===== config.mk =====
export PLATFORM = sky130hd
export DESIGN_NAME = rvsc_exec
export DESIGN_NICKNAME = d
export VERILOG_FILES = /design/src/rtl/core/rvsc_pkg.sv /design/src/rtl/core/rvsc_exec.sv
export SDC_FILE = /design/constraint.sdc
export NUM_CORES = 1
export LEC_CHECK = 0
export BUFFER_PORTS_ARGS = -buffer_cell sky130_fd_sc_hd__buf_2
export CAP_MARGIN = 0
export CORE_ASPECT_RATIO = 0.75
export CORE_MARGIN = 3
export CORE_UTILIZATION = 25
export DETAILED_ROUTE_END_ITERATION = 7
export GPL_TIMING_DRIVEN = 1
export PLACE_DENSITY = 0.59
export RECOVER_POWER = 25
export SYNTH_ARGS = -nofsm -noshare
export SYNTH_HDL_FRONTEND = slang
export SYNTH_SLANG_ARGS = --single-unit

===== constraint.sdc =====
create_clock -name vclk -period 2.8
set_input_delay 0.28 -clock vclk [all_inputs]
set_output_delay 0.28 -clock vclk [all_outputs]
set_load 0.1 [all_outputs]

===== src/rtl/core/rvsc_pkg.sv =====
// Shared constants, codes and types of the RV32 subset core.
`timescale 1ns / 1ps

package rvsc_pkg;

    // Data path and register file geometry.
    localparam int XLEN         = 32;
    localparam int REG_COUNT    = 32;
    localparam int REG_IDX_BITS = 5;

    // Byte memory geometry: four byte-wide banks, one word row across them.
    localparam int MEM_ADDR_BITS = 16;
    localparam int BANK_COUNT    = 4;
    localparam int ROW_BITS      = MEM_ADDR_BITS - 2;
    localparam int MEM_ROWS      = 1 << ROW_BITS;

    // Result status codes.
    localparam logic [1:0] STATUS_LOADED      = 2'd0;
    localparam logic [1:0] STATUS_EXECUTED    = 2'd1;
    localparam logic [1:0] STATUS_UNSUPPORTED = 2'd2;

    // Major opcodes that the core executes.
    typedef enum logic [6:0] {
        OPC_LOAD   = 7'h03,
        OPC_OP_IMM = 7'h13,
        OPC_STORE  = 7'h23,
        OPC_OP     = 7'h33,
        OPC_JAL    = 7'h6f
    } opcode_t;

    // Sequencer states.
    typedef enum logic [2:0] {
        ST_CLEAR,
        ST_IDLE,
        ST_DECODE,
        ST_EXEC,
        ST_LOAD
    } core_state_t;

    // Request to the byte memory: one word read or one word write per cycle.
    typedef struct packed {
        logic            rd_en;
        logic            wr_en;
        logic [XLEN-1:0] addr;
        logic [XLEN-1:0] wdata;
    } mem_req_t;

    // Request to the register file: two reads and one write.
    typedef struct packed {
        logic                    rd_en;
        logic [REG_IDX_BITS-1:0] rs1;
        logic [REG_IDX_BITS-1:0] rs2;
        logic                    wr_en;
        logic [REG_IDX_BITS-1:0] rd;
        logic [XLEN-1:0]         wdata;
    } rf_req_t;

    // Decoded and computed view of one instruction.
    typedef struct packed {
        logic                    supported;
        logic                    is_load;
        logic                    is_store;
        logic                    reg_write;
        logic [REG_IDX_BITS-1:0] reg_index;
        logic [XLEN-1:0]         reg_value;
        logic [XLEN-1:0]         load_address;
        logic [XLEN-1:0]         mem_address;
        logic [XLEN-1:0]         mem_value;
        logic [XLEN-1:0]         next_pc;
    } exec_res_t;

    // One result beat.
    typedef struct packed {
        logic [1:0]              status;
        logic [XLEN-1:0]         fetched_word;
        logic [XLEN-1:0]         next_pc;
        logic                    reg_write;
        logic [REG_IDX_BITS-1:0] reg_index;
        logic [XLEN-1:0]         reg_value;
        logic                    mem_write;
        logic [XLEN-1:0]         mem_address;
        logic [XLEN-1:0]         mem_value;
    } rsp_payload_t;

endpackage


===== src/rtl/core/rvsc_exec.sv =====
// Instruction decode, immediate generation and address/result arithmetic.
`timescale 1ns / 1ps

module rvsc_exec (
    input  logic [rvsc_pkg::XLEN-1:0] inst,
    input  logic [rvsc_pkg::XLEN-1:0] rs1_val,
    input  logic [rvsc_pkg::XLEN-1:0] rs2_val,
    input  logic [rvsc_pkg::XLEN-1:0] pc,
    output rvsc_pkg::exec_res_t       res
);

    logic [rvsc_pkg::REG_IDX_BITS-1:0] rd;
    logic [2:0]                        funct3;
    logic [rvsc_pkg::XLEN-1:0]         imm_i;
    logic [rvsc_pkg::XLEN-1:0]         imm_s;
    logic [rvsc_pkg::XLEN-1:0]         imm_j;
    logic [rvsc_pkg::XLEN-1:0]         imm_sh;
    logic [rvsc_pkg::XLEN-1:0]         addi_sum;
    logic [rvsc_pkg::XLEN-1:0]         add_sum;
    logic [rvsc_pkg::XLEN-1:0]         load_ea;
    logic [rvsc_pkg::XLEN-1:0]         store_ea;
    logic [rvsc_pkg::XLEN-1:0]         pc_plus4;
    logic [rvsc_pkg::XLEN-1:0]         jal_target;

    assign rd     = inst[11:7];
    assign funct3 = inst[14:12];

    // Immediates of the supported formats.
    assign imm_i  = {{20{inst[31]}}, inst[31:20]};
    assign imm_s  = {{20{inst[31]}}, inst[31:25], inst[11:7]};
    assign imm_j  = {{11{inst[31]}}, inst[31], inst[19:12], inst[20], inst[30:21], 1'b0};
    assign imm_sh = {27'd0, inst[24:20]};

    // Shift encodings of OP-IMM add the unsigned shift amount instead.
    always_comb
    begin
        if (funct3 inside {3'd1, 3'd5})
        begin
            addi_sum = rs1_val + imm_sh;
        end
        else
        begin
            addi_sum = rs1_val + imm_i;
        end
    end

    assign add_sum    = rs1_val + rs2_val;
    assign load_ea    = rs1_val + imm_i;
    assign store_ea   = rs1_val + imm_s;
    assign pc_plus4   = pc + 32'd4;
    assign jal_target = pc + imm_j;

    // Per-opcode result; anything else is unsupported and leaves pc alone.
    always_comb
    begin
        res           = '0;
        res.next_pc   = pc;
        case (rvsc_pkg::opcode_t'(inst[6:0]))
            rvsc_pkg::OPC_OP_IMM:
            begin
                res.supported = 1'b1;
                res.reg_write = (rd != '0);
                res.reg_value = addi_sum;
                res.next_pc   = pc_plus4;
            end
            rvsc_pkg::OPC_OP:
            begin
                res.supported = 1'b1;
                res.reg_write = (rd != '0);
                res.reg_value = add_sum;
                res.next_pc   = pc_plus4;
            end
            rvsc_pkg::OPC_JAL:
            begin
                res.supported = 1'b1;
                res.reg_write = (rd != '0);
                res.reg_value = pc_plus4;
                res.next_pc   = jal_target;
            end
            rvsc_pkg::OPC_LOAD:
            begin
                res.supported    = 1'b1;
                res.is_load      = 1'b1;
                res.reg_write    = (rd != '0);
                res.load_address = load_ea;
                res.next_pc      = pc_plus4;
            end
            rvsc_pkg::OPC_STORE:
            begin
                res.supported   = 1'b1;
                res.is_store    = 1'b1;
                res.mem_address = store_ea;
                res.mem_value   = rs2_val;
                res.next_pc     = pc_plus4;
            end
            default:
            begin
                res.supported = 1'b0;
            end
        endcase
        res.reg_index = res.reg_write ? rd : '0;
        if (!res.reg_write)
        begin
            res.reg_value = '0;
        end
    end

endmodule


After elaboration in Yosys (flattened, before gate mapping)
Cells that the tools add are included.
W data, S select, Z words.
- register bits after elaboration: 0
- input port bits: 128
- output and inout port bits: 169
- word-level logic and storage cells: 29
- add/subtract/negate cells: 6
- equality and inequality tests: 7
- multiplexer cells: 11
- reduce and logical (&&, ||, !) cells: 5
- operator list (cell ; number):
    $add A32 B32 Y32 ; 4
    $mux W32 ; 3
    $pmux W32 S3 ; 1
    $mux W64 ; 1
    $pmux W32 S2 ; 1
    $add A32 B3 Y32 const B ; 1
    $add A32 B5 Y32 ; 1
    $eq A7 B6 Y1 const B ; 2
    $reduce_or A4 Y1 ; 2
    $eq A7 B2 Y1 const B ; 1
    $eq A7 B5 Y1 const B ; 1
    $eq A7 B7 Y1 const B ; 1
    $mux W5 ; 1
    $reduce_bool A5 Y1 ; 1
    $reduce_or A5 Y1 ; 1
    $mux W1 ; 4
    $eq A3 B1 Y1 const B ; 1
    $eq A3 B3 Y1 const B ; 1
    $reduce_bool A2 Y1 ; 1

Depth between registers and ports, before layout
- word-level depth: 5
- gate-level depth with buffers: 12
- mapped depth without buffers: 12

Worst setup path after synthesis
Ideal clock, no wire load.
- kind: input port to output port
- start point: in inst[21] (netlist bit)
- end point: out res[27] (netlist bit)
- arrival: 4.384 ns
- slack: -1.864 ns
- cell stages on the path: 10
- path through: ha_1 > fa_1 > a211oi_1 > o21bai_1 > a31oi_2 > o221ai_1 > a221o_1 > a21oi_1 > xor2_1 > o21ai_0
- RTL lines (what ; RTL line ; text):
    from (decl) ; rvsc_exec.sv:5 ; input logic [rvsc_pkg::XLEN-1:0] inst,
    to (decl) ; rvsc_exec.sv:9 ; output rvsc_pkg::exec_res_t res

==> flow_summary_export.csv <==
group,metric,value,unit
floorplan,row_count,58,
floorplan,core_area,34200,um^2
yosys,netlist.area_leader.share,13.9,%
worst_setup_path,worst_path_most_repeated_cell,"buf_12",
global_route,grt_max_degree,39,
cells_and_area,drive_above_1_share,62.8,%
floorplan,initial_core_util,25.9,%
cells_and_area,seq_area,0,um^2
yosys,synthesis.nets,1632,
timing,rsz0062_at_grt,"yes",
drt,avgRoutedWirePerCell,21.4,um
timing,setup_viol,81,
drt,via_count,14500,
pwr,total_power,4.67,mW
worst_setup_path,cpMaxStageDelayCell,"a222oi_1",
placed_design,hpwlAfterDp,44300,um
yosys,ys_warn_count,0,
run_status,violations,"negative setup slack",
global_route,antenna_found_initial,2,
cells_and_area,design.seq.count,0,
cells_and_area,final_common_cell,"buf_4",
global_route,grt_pass1_wl,79700,um
cells_and_area,nets,2437,
drt,dr.pass1.iters,6,
worst_setup_path,startpoint,"inst[21]",
yosys,synth_area,8840,um^2
yosys,synth_cell_types,75,
pwr,power.share.combinational,100.0,%
pwr,p_leak,9.13,nW
pwr,power.switching,2.44,mW
clock_network,cts_hold_buffers,0,
worst_setup_path,cp-start-kind,"input port",
global_route,grt.overflow.total,0,
floorplan,io_pins,297,
placed_design,io_buffers,297,
pwr,internal-power,2.22,mW
worst_setup_path,slowest_delay,0.33,ns
pwr,seq_power_share,0,%
drt,dr.first_iter.drc_count,1285,
timing,max_freq,303,MHz
cells_and_area,clkbuf_count,0,
yosys,avgSynthCellArea,6.31,um^2
run_status,outcome,"complete, but fails checks",
timing,relSlewSlack,22.9,%
worst_setup_path,critPathKind,"in2out",
worst_setup_path,crit_fanout,3,
timing,fin_crit,3.31,ns
yosys,synth_top_cell_by_area,"ha_1",
worst_setup_path,crit_path_cell_trace,"buf_12, buf_8, buf_6, inv_4, fa_2, nor2b_4, o31a_1, o2111a_1, a211oi_4, o21ai_2, a21oi_2, xnor2_2, a222oi_1, buf_4, a21oi_4, buf_12",
yosys,syn-instance-count,1402,
cells_and_area,final_util,64.5,%
global_route,grt_use_met3,3.28,%
worst_setup_path,arrival,3.03,ns
flow_run,drv_cap,0,
timing,slew_violations,0,
drt,route.detailed.drc,0,
global_route,grt_busiest_layer,"met2",
min_path,worstHoldPathType,"in2out",
yosys,synth_seq_area_share,0,%
yosys,synth_area_leaders,"ha_1 14%, xor2_1 8.5%, a21oi_1 8.5%",
floorplan,die_area,37700,um^2
global_route,grtUsageTotal,26.6,%
cells_and_area,syn_to_final_growth,149,%
timing,tightest_slew,1.16,ns
timing,period_share,118,%
worst_setup_path,required,2.52,ns
cells_and_area,final_cell_mix,"480 x buf_4, 177 x buf_12, 127 x nand2_1",
cells_and_area,fin_area,22000,um^2
placed_design,place_area,18000,um^2
global_route,first_global_vias,13700,
timing,tns,-17.05,ns
floorplan,die_y,169,um
placed_design,gp_congestion,1.00,
pwr,powerDensity,212,nW/um^2
pwr,irDropWorstVdd,0.135,mV
min_path,hp-start,"pc[1]",
floorplan,fp.dieW,223,um
pwr,p_clk_share,0,%
timing,worst_slack,-0.505,ns
global_route,grt.met2_usage,43.1,%
pwr,swShare,52.4,%
drt,drt_wl_total,56900,um
global_route,use_met1,37.1,%
timing,hold_viol_final,0,
cells_and_area,final_cells,2656,
drt,ant_nets,0,
drt,via_per_inst,5.45,
placed_design,place_inst,2559,
worst_setup_path,crit_path_end_kind,"primary output",
[layout make-up]
cell class         instances  area [um^2]
well taps                450          563
multi-input cells       1294        12300
repair buffers           881         9030
diodes                     1         2.50
fillers                 2697        12200
inverters                 30          129
[routing by layer]
layer / share of wire [%] / vias to the layer above
li1: - / 6701
met1: 43 / 6990
met2: 46 / 673
met3: 7.6 / 105
met4: 3.6 / 0
met5: 0 / -
[power by group through the flow]
| stage | Clock (mW) | Combinational (mW) | Sequential (mW) |
|---|---|---|---|
| CTS | 0 | 4.07 | 0 |
| floorplan | 0 | 1.82 | 0 |
| finish | 0.0000000480 | 4.67 | 0 |
| detailed placement | 0 | 3.45 | 0 |
| global placement | 0 | 3.42 | 0 |
| global route | 0.0000000479 | 4.89 | 0 |
[synthesized netlist by cell type (28+ instances only)]
master    instances
a21oi_1         150
ha_1             98
nor2_1          177
xnor2_1          76
xor2_1           86
o21ai_0          96
clkbuf_1         64
and2_1           46
nand2_1         145
inv_1            29
a21o_1           40
and3_1           28
nand3_1          53
[worst paths after layout]
path	endpoint	cells past startpoint	slack (ns)
setup / recovery	res[152]	16	-0.51
hold / removal	res[1]	4	0.97
[cell families after synthesis]
group | count (synthesis) | share of synthesized area [%]
and+or+nand+nor | 562 | 30.2
AOI/OAI and AO/OA | 457 | 32.8
xor gates and xnor gates | 162 | 16.0
buffers and inverters | 108 | 4.91
adders and majority gates | 102 | 14.8
muxes | 11 | 1.32
[worst max-delay path, delay by kind of cell]
family	cells	cell delay [ns]
AOI/OAI and AO/OA	7	1.62
buffers and inverters	6	0.72
adders and majority gates	1	0.22
xor gates and xnor gates	1	0.10
and+or+nand+nor	1	0.06
[repair_timing]
action,in CTS,in global routing
pin swaps,182,242
resized for setup,390,295
setup buffers,58,90
endpoints found under the setup margin,82,82
gates cloned,0,0
[through the flow]
| stage | hold WS (ns) | setup WS [ns] |
|---|---|---|
| global placement | 0.962 | -0.689 |
| floorplan | 0.772 | -0.819 |
| detailed placement | 0.958 | -0.700 |
| finish | 0.970 | -0.505 |
| global route | 0.982 | -0.626 |
| CTS | 0.959 | -0.476 |
No activity file was read; power rests on OpenSTA's default activity.
