**src/rtl/core/rvsc_pkg.sv**
```systemverilog
// Shared constants, codes and types of the RV32 subset core.
`timescale 1ns / 1ps

package rvsc_pkg;

    // Data path and register file geometry.
    localparam int XLEN         = 32;
    localparam int REG_COUNT    = 32;
    localparam int REG_IDX_BITS = 5;

    // Byte memory geometry: four byte-wide banks, one word row across them.
    localparam int MEM_ADDR_BITS = 16;
    localparam int BANK_COUNT    = 4;
    localparam int ROW_BITS      = MEM_ADDR_BITS - 2;
    localparam int MEM_ROWS      = 1 << ROW_BITS;

    // Result status codes.
    localparam logic [1:0] STATUS_LOADED      = 2'd0;
    localparam logic [1:0] STATUS_EXECUTED    = 2'd1;
    localparam logic [1:0] STATUS_UNSUPPORTED = 2'd2;

    // Major opcodes that the core executes.
    typedef enum logic [6:0] {
        OPC_LOAD   = 7'h03,
        OPC_OP_IMM = 7'h13,
        OPC_STORE  = 7'h23,
        OPC_OP     = 7'h33,
        OPC_JAL    = 7'h6f
    } opcode_t;

    // Sequencer states.
    typedef enum logic [2:0] {
        ST_CLEAR,
        ST_IDLE,
        ST_DECODE,
        ST_EXEC,
        ST_LOAD
    } core_state_t;

    // Request to the byte memory: one word read or one word write per cycle.
    typedef struct packed {
        logic            rd_en;
        logic            wr_en;
        logic [XLEN-1:0] addr;
        logic [XLEN-1:0] wdata;
    } mem_req_t;

    // Request to the register file: two reads and one write.
    typedef struct packed {
        logic                    rd_en;
        logic [REG_IDX_BITS-1:0] rs1;
        logic [REG_IDX_BITS-1:0] rs2;
        logic                    wr_en;
        logic [REG_IDX_BITS-1:0] rd;
        logic [XLEN-1:0]         wdata;
    } rf_req_t;

    // Decoded and computed view of one instruction.
    typedef struct packed {
        logic                    supported;
        logic                    is_load;
        logic                    is_store;
        logic                    reg_write;
        logic [REG_IDX_BITS-1:0] reg_index;
        logic [XLEN-1:0]         reg_value;
        logic [XLEN-1:0]         load_address;
        logic [XLEN-1:0]         mem_address;
        logic [XLEN-1:0]         mem_value;
        logic [XLEN-1:0]         next_pc;
    } exec_res_t;

    // One result beat.
    typedef struct packed {
        logic [1:0]              status;
        logic [XLEN-1:0]         fetched_word;
        logic [XLEN-1:0]         next_pc;
        logic                    reg_write;
        logic [REG_IDX_BITS-1:0] reg_index;
        logic [XLEN-1:0]         reg_value;
        logic                    mem_write;
        logic [XLEN-1:0]         mem_address;
        logic [XLEN-1:0]         mem_value;
    } rsp_payload_t;

endpackage

```
**src/rtl/core/rvsc_regfile.sv**
```systemverilog
// Register file with two registered read ports, one write port and valid bits.
`timescale 1ns / 1ps

module rvsc_regfile (
    input  logic                      clk,
    input  logic                      rst_n,
    input  rvsc_pkg::rf_req_t         req,
    output logic [rvsc_pkg::XLEN-1:0] rs1_val,
    output logic [rvsc_pkg::XLEN-1:0] rs2_val
);

    logic [rvsc_pkg::XLEN-1:0]      rf_mem [rvsc_pkg::REG_COUNT];
    logic [rvsc_pkg::REG_COUNT-1:0] valid_reg;
    logic [rvsc_pkg::XLEN-1:0]      rs1_q_reg;
    logic [rvsc_pkg::XLEN-1:0]      rs2_q_reg;
    logic                           rs1_ok_reg;
    logic                           rs2_ok_reg;

    // Entries never written since reset read as zero; x0 is never written.
    always_ff @(posedge clk or negedge rst_n)
    begin
        if (!rst_n)
        begin
            valid_reg  <= '0;
            rs1_ok_reg <= 1'b0;
            rs2_ok_reg <= 1'b0;
        end
        else
        begin
            if (req.wr_en)
            begin
                valid_reg[req.rd] <= 1'b1;
            end
            if (req.rd_en)
            begin
                rs1_ok_reg <= valid_reg[req.rs1];
                rs2_ok_reg <= valid_reg[req.rs2];
            end
        end
    end

    // Storage array and registered read data.
    always_ff @(posedge clk)
    begin
        if (req.wr_en)
        begin
            rf_mem[req.rd] <= req.wdata;
        end
        if (req.rd_en)
        begin
            rs1_q_reg <= rf_mem[req.rs1];
            rs2_q_reg <= rf_mem[req.rs2];
        end
    end

    assign rs1_val = rs1_ok_reg ? rs1_q_reg : '0;
    assign rs2_val = rs2_ok_reg ? rs2_q_reg : '0;

endmodule

```
**config.mk**
```make
export PLATFORM = sky130hd
export DESIGN_NAME = rvsc_regfile
export DESIGN_NICKNAME = d
export VERILOG_FILES = /design/src/rtl/core/rvsc_pkg.sv /design/src/rtl/core/rvsc_regfile.sv
export SDC_FILE = /design/constraint.sdc
export NUM_CORES = 1
export LEC_CHECK = 0
export BUFFER_PORTS_ARGS = -buffer_cell sky130_fd_sc_hd__clkbuf_2
export CORE_ASPECT_RATIO = 1.4
export CORE_UTILIZATION = 50
export CTS_CLUSTER_SIZE = 16
export DETAILED_ROUTE_END_ITERATION = 16
export PLACE_DENSITY = 0.66
export SETUP_SLACK_MARGIN = 0.2
export SYNTH_ARGS = -nofsm -noshare
export SYNTH_HDL_FRONTEND = slang
export SYNTH_SLANG_ARGS = --single-unit
```
**constraint.sdc**
```tcl
create_clock -name clk -period 2.4 [get_ports clk]
set_clock_uncertainty 0.2 [all_clocks]
set_input_delay 0.48 -clock clk [delete_from_list [all_inputs] [get_ports clk]]
set_output_delay 0.48 -clock clk [all_outputs]
set_load 0.02 [all_outputs]
```
# [Word level (Yosys, flattened, before mapping)]
# Memories as Yosys holds them, arrays and structs flattened. A register that Yosys moved wholly into a read port is not among the register bits.
# Index checks and enable logic that the tools add are counted.
# W data, S select, Z words.
[classes] order_cmp=4 n_mux=10 bitwise=1 reduce_logical=1
[ops] operator="$mux W32" count=2
[ops] operator="$or A32 B32 Y32" count=1
[ops] operator="$lt A5 B6 Y1 const B" count=3
[ops] operator="$bmux W1 S5" count=2
[ops] operator="$demux W1 S5" count=1
[ops] operator="$ge A5 B1 Y1 const B" count=1
[ops] operator="$mux W1" count=5
[ops] operator="$logic_and A1 B1 Y1" count=1
[totals] ff_bits=34 ramBits=1024 in_bits=51 out_inout_bits=64 memories=1
[memory_table] memory="rf_mem" words=32 word_bits=32 rd=2 rd_ports_with_merged_regs=2 write_ports=1 line_no="rvsc_regfile.sv:12" source="logic [rvsc_pkg::XLEN-1:0] rf_mem [rvsc_pkg::REG_COUNT];"

# [Depth between registers and ports, before layout]
# Gate-level depths: netlist of the first run.
[depth] ltp_word=5 ltp_mapped=9

# [Worst setup path before layout of the first run]
# No wires, ideal clock.
[synth_path] path_type="input -> register" from="input port req[32] (netlist bit)" to="memory rf_mem[12][0] (netlist bit) (enable)" setup_time_ns=0.422 t_arrival_ns=2.511 path_slack_ns=-0.733 stages=3 path_buffers=1 cell_sequence="or3b_2 > clkbuf_1 > nor2_1"
[synth_lines] item="start, declared" line_no="rvsc_regfile.sv:7" source="input rvsc_pkg::rf_req_t req,"
[synth_lines] item="end, declared" line_no="rvsc_regfile.sv:12"
# Straight into the memory's write port.

# [Worst setup path in the final report of the first run]
[layout_path] from="register rs2_q_reg[21] (netlist bit) (read register of rf_mem)" to="output port rs2_val[21] (netlist bit)"
[layout_via] elab_chain_len=1
[layout_lines] item="start, declared" line_no="rvsc_regfile.sv:15" source="logic [rvsc_pkg::XLEN-1:0] rs2_q_reg;"
[layout_lines] item="$mux W32" line_no="rvsc_regfile.sv:57" source="assign rs2_val = rs2_ok_reg ? rs2_q_reg : '0;"
[layout_lines] item="end, declared" line_no="rvsc_regfile.sv:9" source="output logic [rvsc_pkg::XLEN-1:0] rs2_val"
# No other way between the ends.

==> results of run 1 <==
-- layout make-up --
cell class / count / area, um^2 / area share [%]
diodes: 3 / 7.51 / 0.0125
clock buffers: 128 / 2840 / 4.73
clock inverters: 66 / 766 / 1.28
multi-input cells: 926 / 16900 / 28.1
flip-flops and latches: 1122 / 33500 / 55.9
well taps: 1330 / 1660 / 2.77
repair buffers: 343 / 4330 / 7.21
-- cell families (layout without fill, tap and decap cells) --
family | after synthesis | count (layout) | share of synthesized area (%)
buffers and inverters | 164 | 537 | 1.56
other | 0 | 3 | 0
and+or+nand+nor | 170 | 170 | 1.88
muxes | 736 | 736 | 30.4
DFF | 1122 | 1122 | 65.9
AOI/OAI and AO/OA | 20 | 20 | 0.266
-- power breakdown --
group          total (uW)  switching (uW)  internal (uW)
logic                4370            2120           2250
clock network       17600            7390          10200
registers           22300             318          22000
total               44300            9830          34500
-- per-layer routing --
layer  wire length [um]  up-vias
met5                 12        -
met4               5270        2
met3              11500      254
met2              75600     1438
met1              54000    14800
li1                   -    10400
-- how the worst max path moves through the flow --
stage / depth (start not counted) / end / slack (ns) / start
after floorplan: 6 / rs1_q_reg[28] / -0.13 / req[43]
after detailed placement: 6 / rs1_q_reg[5] / -0.49 / req[43]
final: 2 / rs2_val[21] / 0.07 / rs2_q_reg[21]
after CTS: 3 / rs2_val[10] / -0.05 / rs2_ok_reg
after global placement: 6 / rs1_q_reg[5] / -0.50 / req[43]
after global routing: 3 / rs1_val[0] / 0.05 / rs1_ok_reg
-- Yosys cell counts (all sizes together) --
| cell | number | share of area, % |
|---|---|---|
| a211oi | 1 | 0.015 |
| a21oi | 7 | 0.069 |
| a22o | 2 | 0.034 |
| a22oi | 4 | 0.059 |
| a311oi | 1 | 0.017 |
| a31oi | 3 | 0.037 |
| a41oi | 2 | 0.034 |
| and2 | 65 | 0.80 |
| and3 | 4 | 0.049 |
| buf | 84 | 0.97 |
| clkbuf | 80 | 0.59 |
| dfrtp | 34 | 1.7 |
| edfxtp | 1088 | 64 |
| mux2 | 64 | 1.4 |
| mux2i | 32 | 0.63 |
| mux4 | 640 | 28 |
| nand2 | 9 | 0.066 |
| nand2b | 4 | 0.049 |
| nand3 | 4 | 0.039 |
| nand3b | 5 | 0.074 |
| nand4 | 2 | 0.025 |
| nor2 | 37 | 0.27 |
| nor2b | 4 | 0.049 |
| or2 | 32 | 0.39 |
| or3 | 1 | 0.012 |
| or3b | 3 | 0.052 |
-- metrics by stage --
step,hold WS [ns],instances,area [um^2],TNS [ns]
after floorplan,-0.0156,2212,51500,-56.40
after global placement,0.279,3720,55900,-25.69
after detailed placement,0.280,3720,55900,-26.21
after CTS,0.00409,3915,60000,-0.110
after global routing,0.0333,3918,60000,0
final,0.0410,3918,60000,0
-- repair_timing --
action / 4_1_cts / 5_1_grt
hold buffers: 1 / 0
gates resized for setup: 110 / 39
pin swaps: 9 / 0
hold endpoints to repair: 34 / 0
buffers inserted: 0 / 0
setup endpoints to repair: 65 / 66
cloned: 0 / 0
==> results.json, run 1 <==
{
  "critical_path.cell_chain": "and2_4 > buf_4",
  "worst_slack_ns": 0.0718,
  "path_delay_family": "flip-flops",
  "cts_tree": "yes",
  "numCtsBuffers": 105,
  "die_width_um": 272,
  "syn_area_um2": 50900,
  "grt-ovfl-total": 0,
  "grt_antenna_before_repair": 12,
  "gr-usage-met2_pct": 49.1,
  "num-fill-cells": 7022,
  "grt_max_degree": 44,
  "yosysSeqAreaShare_pct": 65.9,
  "cp.required_ns": 1.72,
  "globalRouteMet3Util_pct": 4.54,
  "place.detailed.hpwl_mm": 90.7,
  "setup-violations-final": 0,
  "route.detailed.vias_per_inst": 6.85,
  "growth_of_design_area_from_synthesis_to_finish_pct": 18.0,
  "tightestPinTransition_ns": 0.882,
  "ctsRootBufferMaster": "sky130_fd_sc_hd__clkbuf_16",
  "critical_path.endpoint_type": "output pin",
  "route.final.wire_length_mm": 146,
  "mostFrequentLayoutCell": "sky130_fd_sc_hd__edfxtp_1",
  "post-route-period-util_pct": 97.0,
  "antenna_violating_nets_post_route": 0,
  "dieArea_um2": 103000,
  "cell_row_count": 138,
  "avgRoutedWirePerCell_um": 37.4,
  "core_area_um2": 101000,
  "clk_path_buf_depth": 3,
  "cts.clk_slew.worst_paths_ns": 0.07,
  "timing.reg2reg.setup_slack_ns": 0.23,
  "number_of_vias_after_detailed_routing": 26900,
  "postSynthRegisterBits": 1122,
  "worst_hold_startpoint": "req[48]",
  "sink_count_of_the_clock_tree": 1122,
  "drive_above_1_share_pct": 50.6,
  "top_usage_layer": "met2",
  "port_buffers": 114,
  "grt_use_met1_pct": 38.4,
  "max_stage_delay_ns": 0.53,
  "timing.final.hold_violations": 0,
  "worst_supply_voltage_drop_on_vdd_uv": 460,
  "worstSetupPathType": "reg -> out",
  "r2r-end": "rs2_q_reg[16]",
  "arrival_ns": 1.65,
  "finalPower_uw": 44300,
  "routabilityCongestion": 0.831,
  "hold_path_depth": 1,
  "worst_skew_pair.late_latency_ns": 0.71,
  "drt_iter0_drc": 3048,
  "syn_avg_cell_area_um2": 23.0,
  "fmax_mhz": 430,
  "rsz_0062_raised_after_global_routing": "yes",
  "crit_path_max_fanout": 1,
  "dr.pass1.iters": 7,
  "slew_violations": 0,
  "period_needed_ns": 2.33,
  "synthesis.yosys.warnings": 0,
  "critical_path.startpoint_type": "flop",
  "synthesis.instances": 2212,
  "grt_pass1_wl_mm": 207,
  "largest_register_ff_count": 1024,
  "power.static_leakage_uw": 0.0193,
  "layout.cells.most_common_list": "sky130_fd_sc_hd__edfxtp_1, sky130_fd_sc_hd__mux4_2, sky130_fd_sc_hd__buf_12",
  "max_cap_violations": 0,
  "rr_startpoint": "rf_mem[17][16]",
  "all_layer_global_routing_usage_pct": 29.0,
  "floorplan.initialDensity_pct": 50.4,
  "critPathSlowestCell": "sky130_fd_sc_hd__edfxtp_1",
  "r2r.worst_path.cells": 3,
  "timing.hold.worst.class": "in -> reg",
  "p_per_area_nw_per_um2": 738,
  "slew-limit-headroom_pct": 41.2,
  "grt_pass1_vias": 28300,
  "worst_hold_path.endpoint": "rs2_q_reg[16]",
  "preCtsSetupSlack_ns": -0.495,
  "outcome": "complete, no violations",
  "final_nets": 2549,
  "drc": 0,
  "htree_levels": 3,
  "regMostFlops": "rf_mem",
  "fin_util_pct": 59.4,
  "synth_cell_type_count": 28,
  "pin_count": 115,
  "die_h_um": 379,
  "synth_fp_nets": 2263,
  "buf_inv_on_cp": 1
}
Power figures use the tool's default switching activity.
==> run 2: changes to the inputs <==
PLACE_DENSITY = 0.78   (was 0.66)
==> results.json, run 2 (synthesis gave the netlist of run 1 again) <==
{
  "outcome": "complete, no violations",
  "final_nets": 2542,
  "worst_slack_ns": 0.0512,
  "die_width_um": 272,
  "max_cap_violations": 0,
  "drive_above_1_share_pct": 50.3,
  "dr.pass1.iters": 6,
  "critical_path.endpoint_type": "output pin",
  "finalHoldWorstSlack_ns": 0.0791,
  "cell_row_count": 138,
  "setup-violations-final": 0,
  "num-fill-cells": 6788,
  "crit_path_max_fanout": 14,
  "worst_supply_voltage_drop_on_vdd_uv": 637,
  "grt_pass1_wl_mm": 208,
  "drc": 0,
  "routabilityCongestion": 0.853,
  "slew-limit-headroom_pct": 43.6,
  "arrival_ns": 1.67,
  "antenna_violating_nets_post_route": 0,
  "largest_register_ff_count": 1024,
  "fmax_mhz": 426,
  "all_layer_global_routing_usage_pct": 28.8,
  "fin_cells": 3910,
  "grt_pass1_vias": 29100,
  "numCtsBuffers": 101,
  "cts.clk_slew.worst_paths_ns": 0.07,
  "pin_count": 115,
  "route.final.wire_length_mm": 146,
  "grt_max_degree": 37,
  "finalSetupTns_ns": 0,
  "cts_tree": "yes",
  "timing.hold.worst.class": "in -> reg",
  "period_needed_ns": 2.35,
  "post_cts.repair.setup_buffers": 0,
  "tightestPinTransition_ns": 0.846,
  "core_area_um2": 101000,
  "grt-ovfl-total": 0,
  "clk_path_buf_depth": 3,
  "critPathSlowestCell": "sky130_fd_sc_hd__dfrtp_1",
  "floorplan.initialDensity_pct": 50.4,
  "cp.required_ns": 1.72,
  "growth_of_design_area_from_synthesis_to_finish_pct": 17.3,
  "number_of_vias_after_detailed_routing": 27900,
  "sink_count_of_the_clock_tree": 1122,
  "max_stage_delay_ns": 0.42,
  "timing.final.hold_violations": 0,
  "place_inst": 3717,
  "place.detailed.hpwl_mm": 87.6,
  "slew_violations": 0,
  "layout.cells.most_common_list": "sky130_fd_sc_hd__edfxtp_1, sky130_fd_sc_hd__mux4_2, sky130_fd_sc_hd__buf_12",
  "regMostFlops": "rf_mem",
  "power.static_leakage_uw": 0.0191,
  "worst_skew_pair.late_latency_ns": 0.71,
  "dieArea_um2": 103000,
  "p_per_area_nw_per_um2": 735,
  "port_buffers": 114,
  "mostFrequentLayoutCell": "sky130_fd_sc_hd__edfxtp_1",
  "ctsRootBufferMaster": "sky130_fd_sc_hd__clkbuf_16",
  "critical_path.startpoint_type": "flop",
  "worstSetupPathType": "reg -> out",
  "drt_iter0_drc": 4017,
  "htree_levels": 3,
  "finalPower_uw": 43900,
  "rsz_0062_raised_after_global_routing": "yes",
  "die_h_um": 379,
  "critical_path.cell_chain": "buf_12 > and2_1 > clkbuf_4",
  "route.detailed.vias_per_inst": 7.13,
  "preCtsSetupSlack_ns": -0.460,
  "grt_antenna_before_repair": 11,
  "post-route-period-util_pct": 97.9,
  "avgRoutedWirePerCell_um": 37.3
}
## run 2: cell count changes in the layout (fill, tap and decap cells not counted), sizes merged
cell      change
clkbuf       +10
clkinvlp      -1
clkinv        -5
inv           +3
diode         +1
buf          -16
## run 2: worst paths after layout
kind / from / to / slack [ns] / depth (start not counted)
setup / recovery: rs2_ok_reg / rs2_val[13] / 0.05 / 3
hold / removal: req[48] / rs2_q_reg[30] / 0.08 / 1
setup reg to reg: rf_mem[27][14] / rs1_q_reg[14] / 0.19 / 3
hold reg to reg: valid_reg[16] / valid_reg[16] / 0.30 / 1
max in group asynchronous: rst_n / rs1_ok_reg / 1.07 / 2
min in group asynchronous: rst_n / valid_reg[14] / 0.34 / 2
## run 2: critical path: cells and delay by family, from the launching register on
kind	cells	cell delay [ns]
buf+inv	2	0.36
flops	1	0.42
simple gates	1	0.18
## run 2: timing repair
item | in CTS | in global routing
setup endpoints to repair | 67 | 69
pin swaps | 4 | 0
hold buffers | 1 | 0
resized for setup | 104 | 15
endpoints found under the hold margin | 34 | 0
## run 2: power breakdown
part	switching [uW]	total (uW)	internal, uW
Sequential	346	22300	22000
Combinational	2100	4280	2190
Clock	7360	17300	9900
## run 2: final cells by class
type,count,area [um^2],share of cell area (%)
Antenna cell,4,10.0,0.0168
Clock buffer,125,2710,4.54
Clock inverter,63,825,1.38
Multi-Input combinational cell,926,16900,28.3
Sequential cell,1122,33500,56.2
Tap cell,1330,1660,2.79
Timing Repair Buffer,340,4040,6.77
## run 2: routing by layer
| metal | vias up | GRT usage, % | routed length [um] |
|---|---|---|---|
| li1 | 10400 | - | - |
| met1 | 14900 | 36.4 | 49200 |
| met2 | 2196 | 47.6 | 73200 |
| met3 | 465 | 5.96 | 15400 |
| met4 | 8 | 14.5 | 7880 |
| met5 | - | 0 | 68 |
## run 2: metrics by stage
stage | util [%] | area (um^2)
2_1_floorplan | - | 51500
3_3_place_gp | 55.1 | 55700
3_5_place_dp | 55.1 | 55700
4_1_cts | 59.0 | 59600
5_1_grt | 59.1 | 59600
6_report | 59.1 | 59700
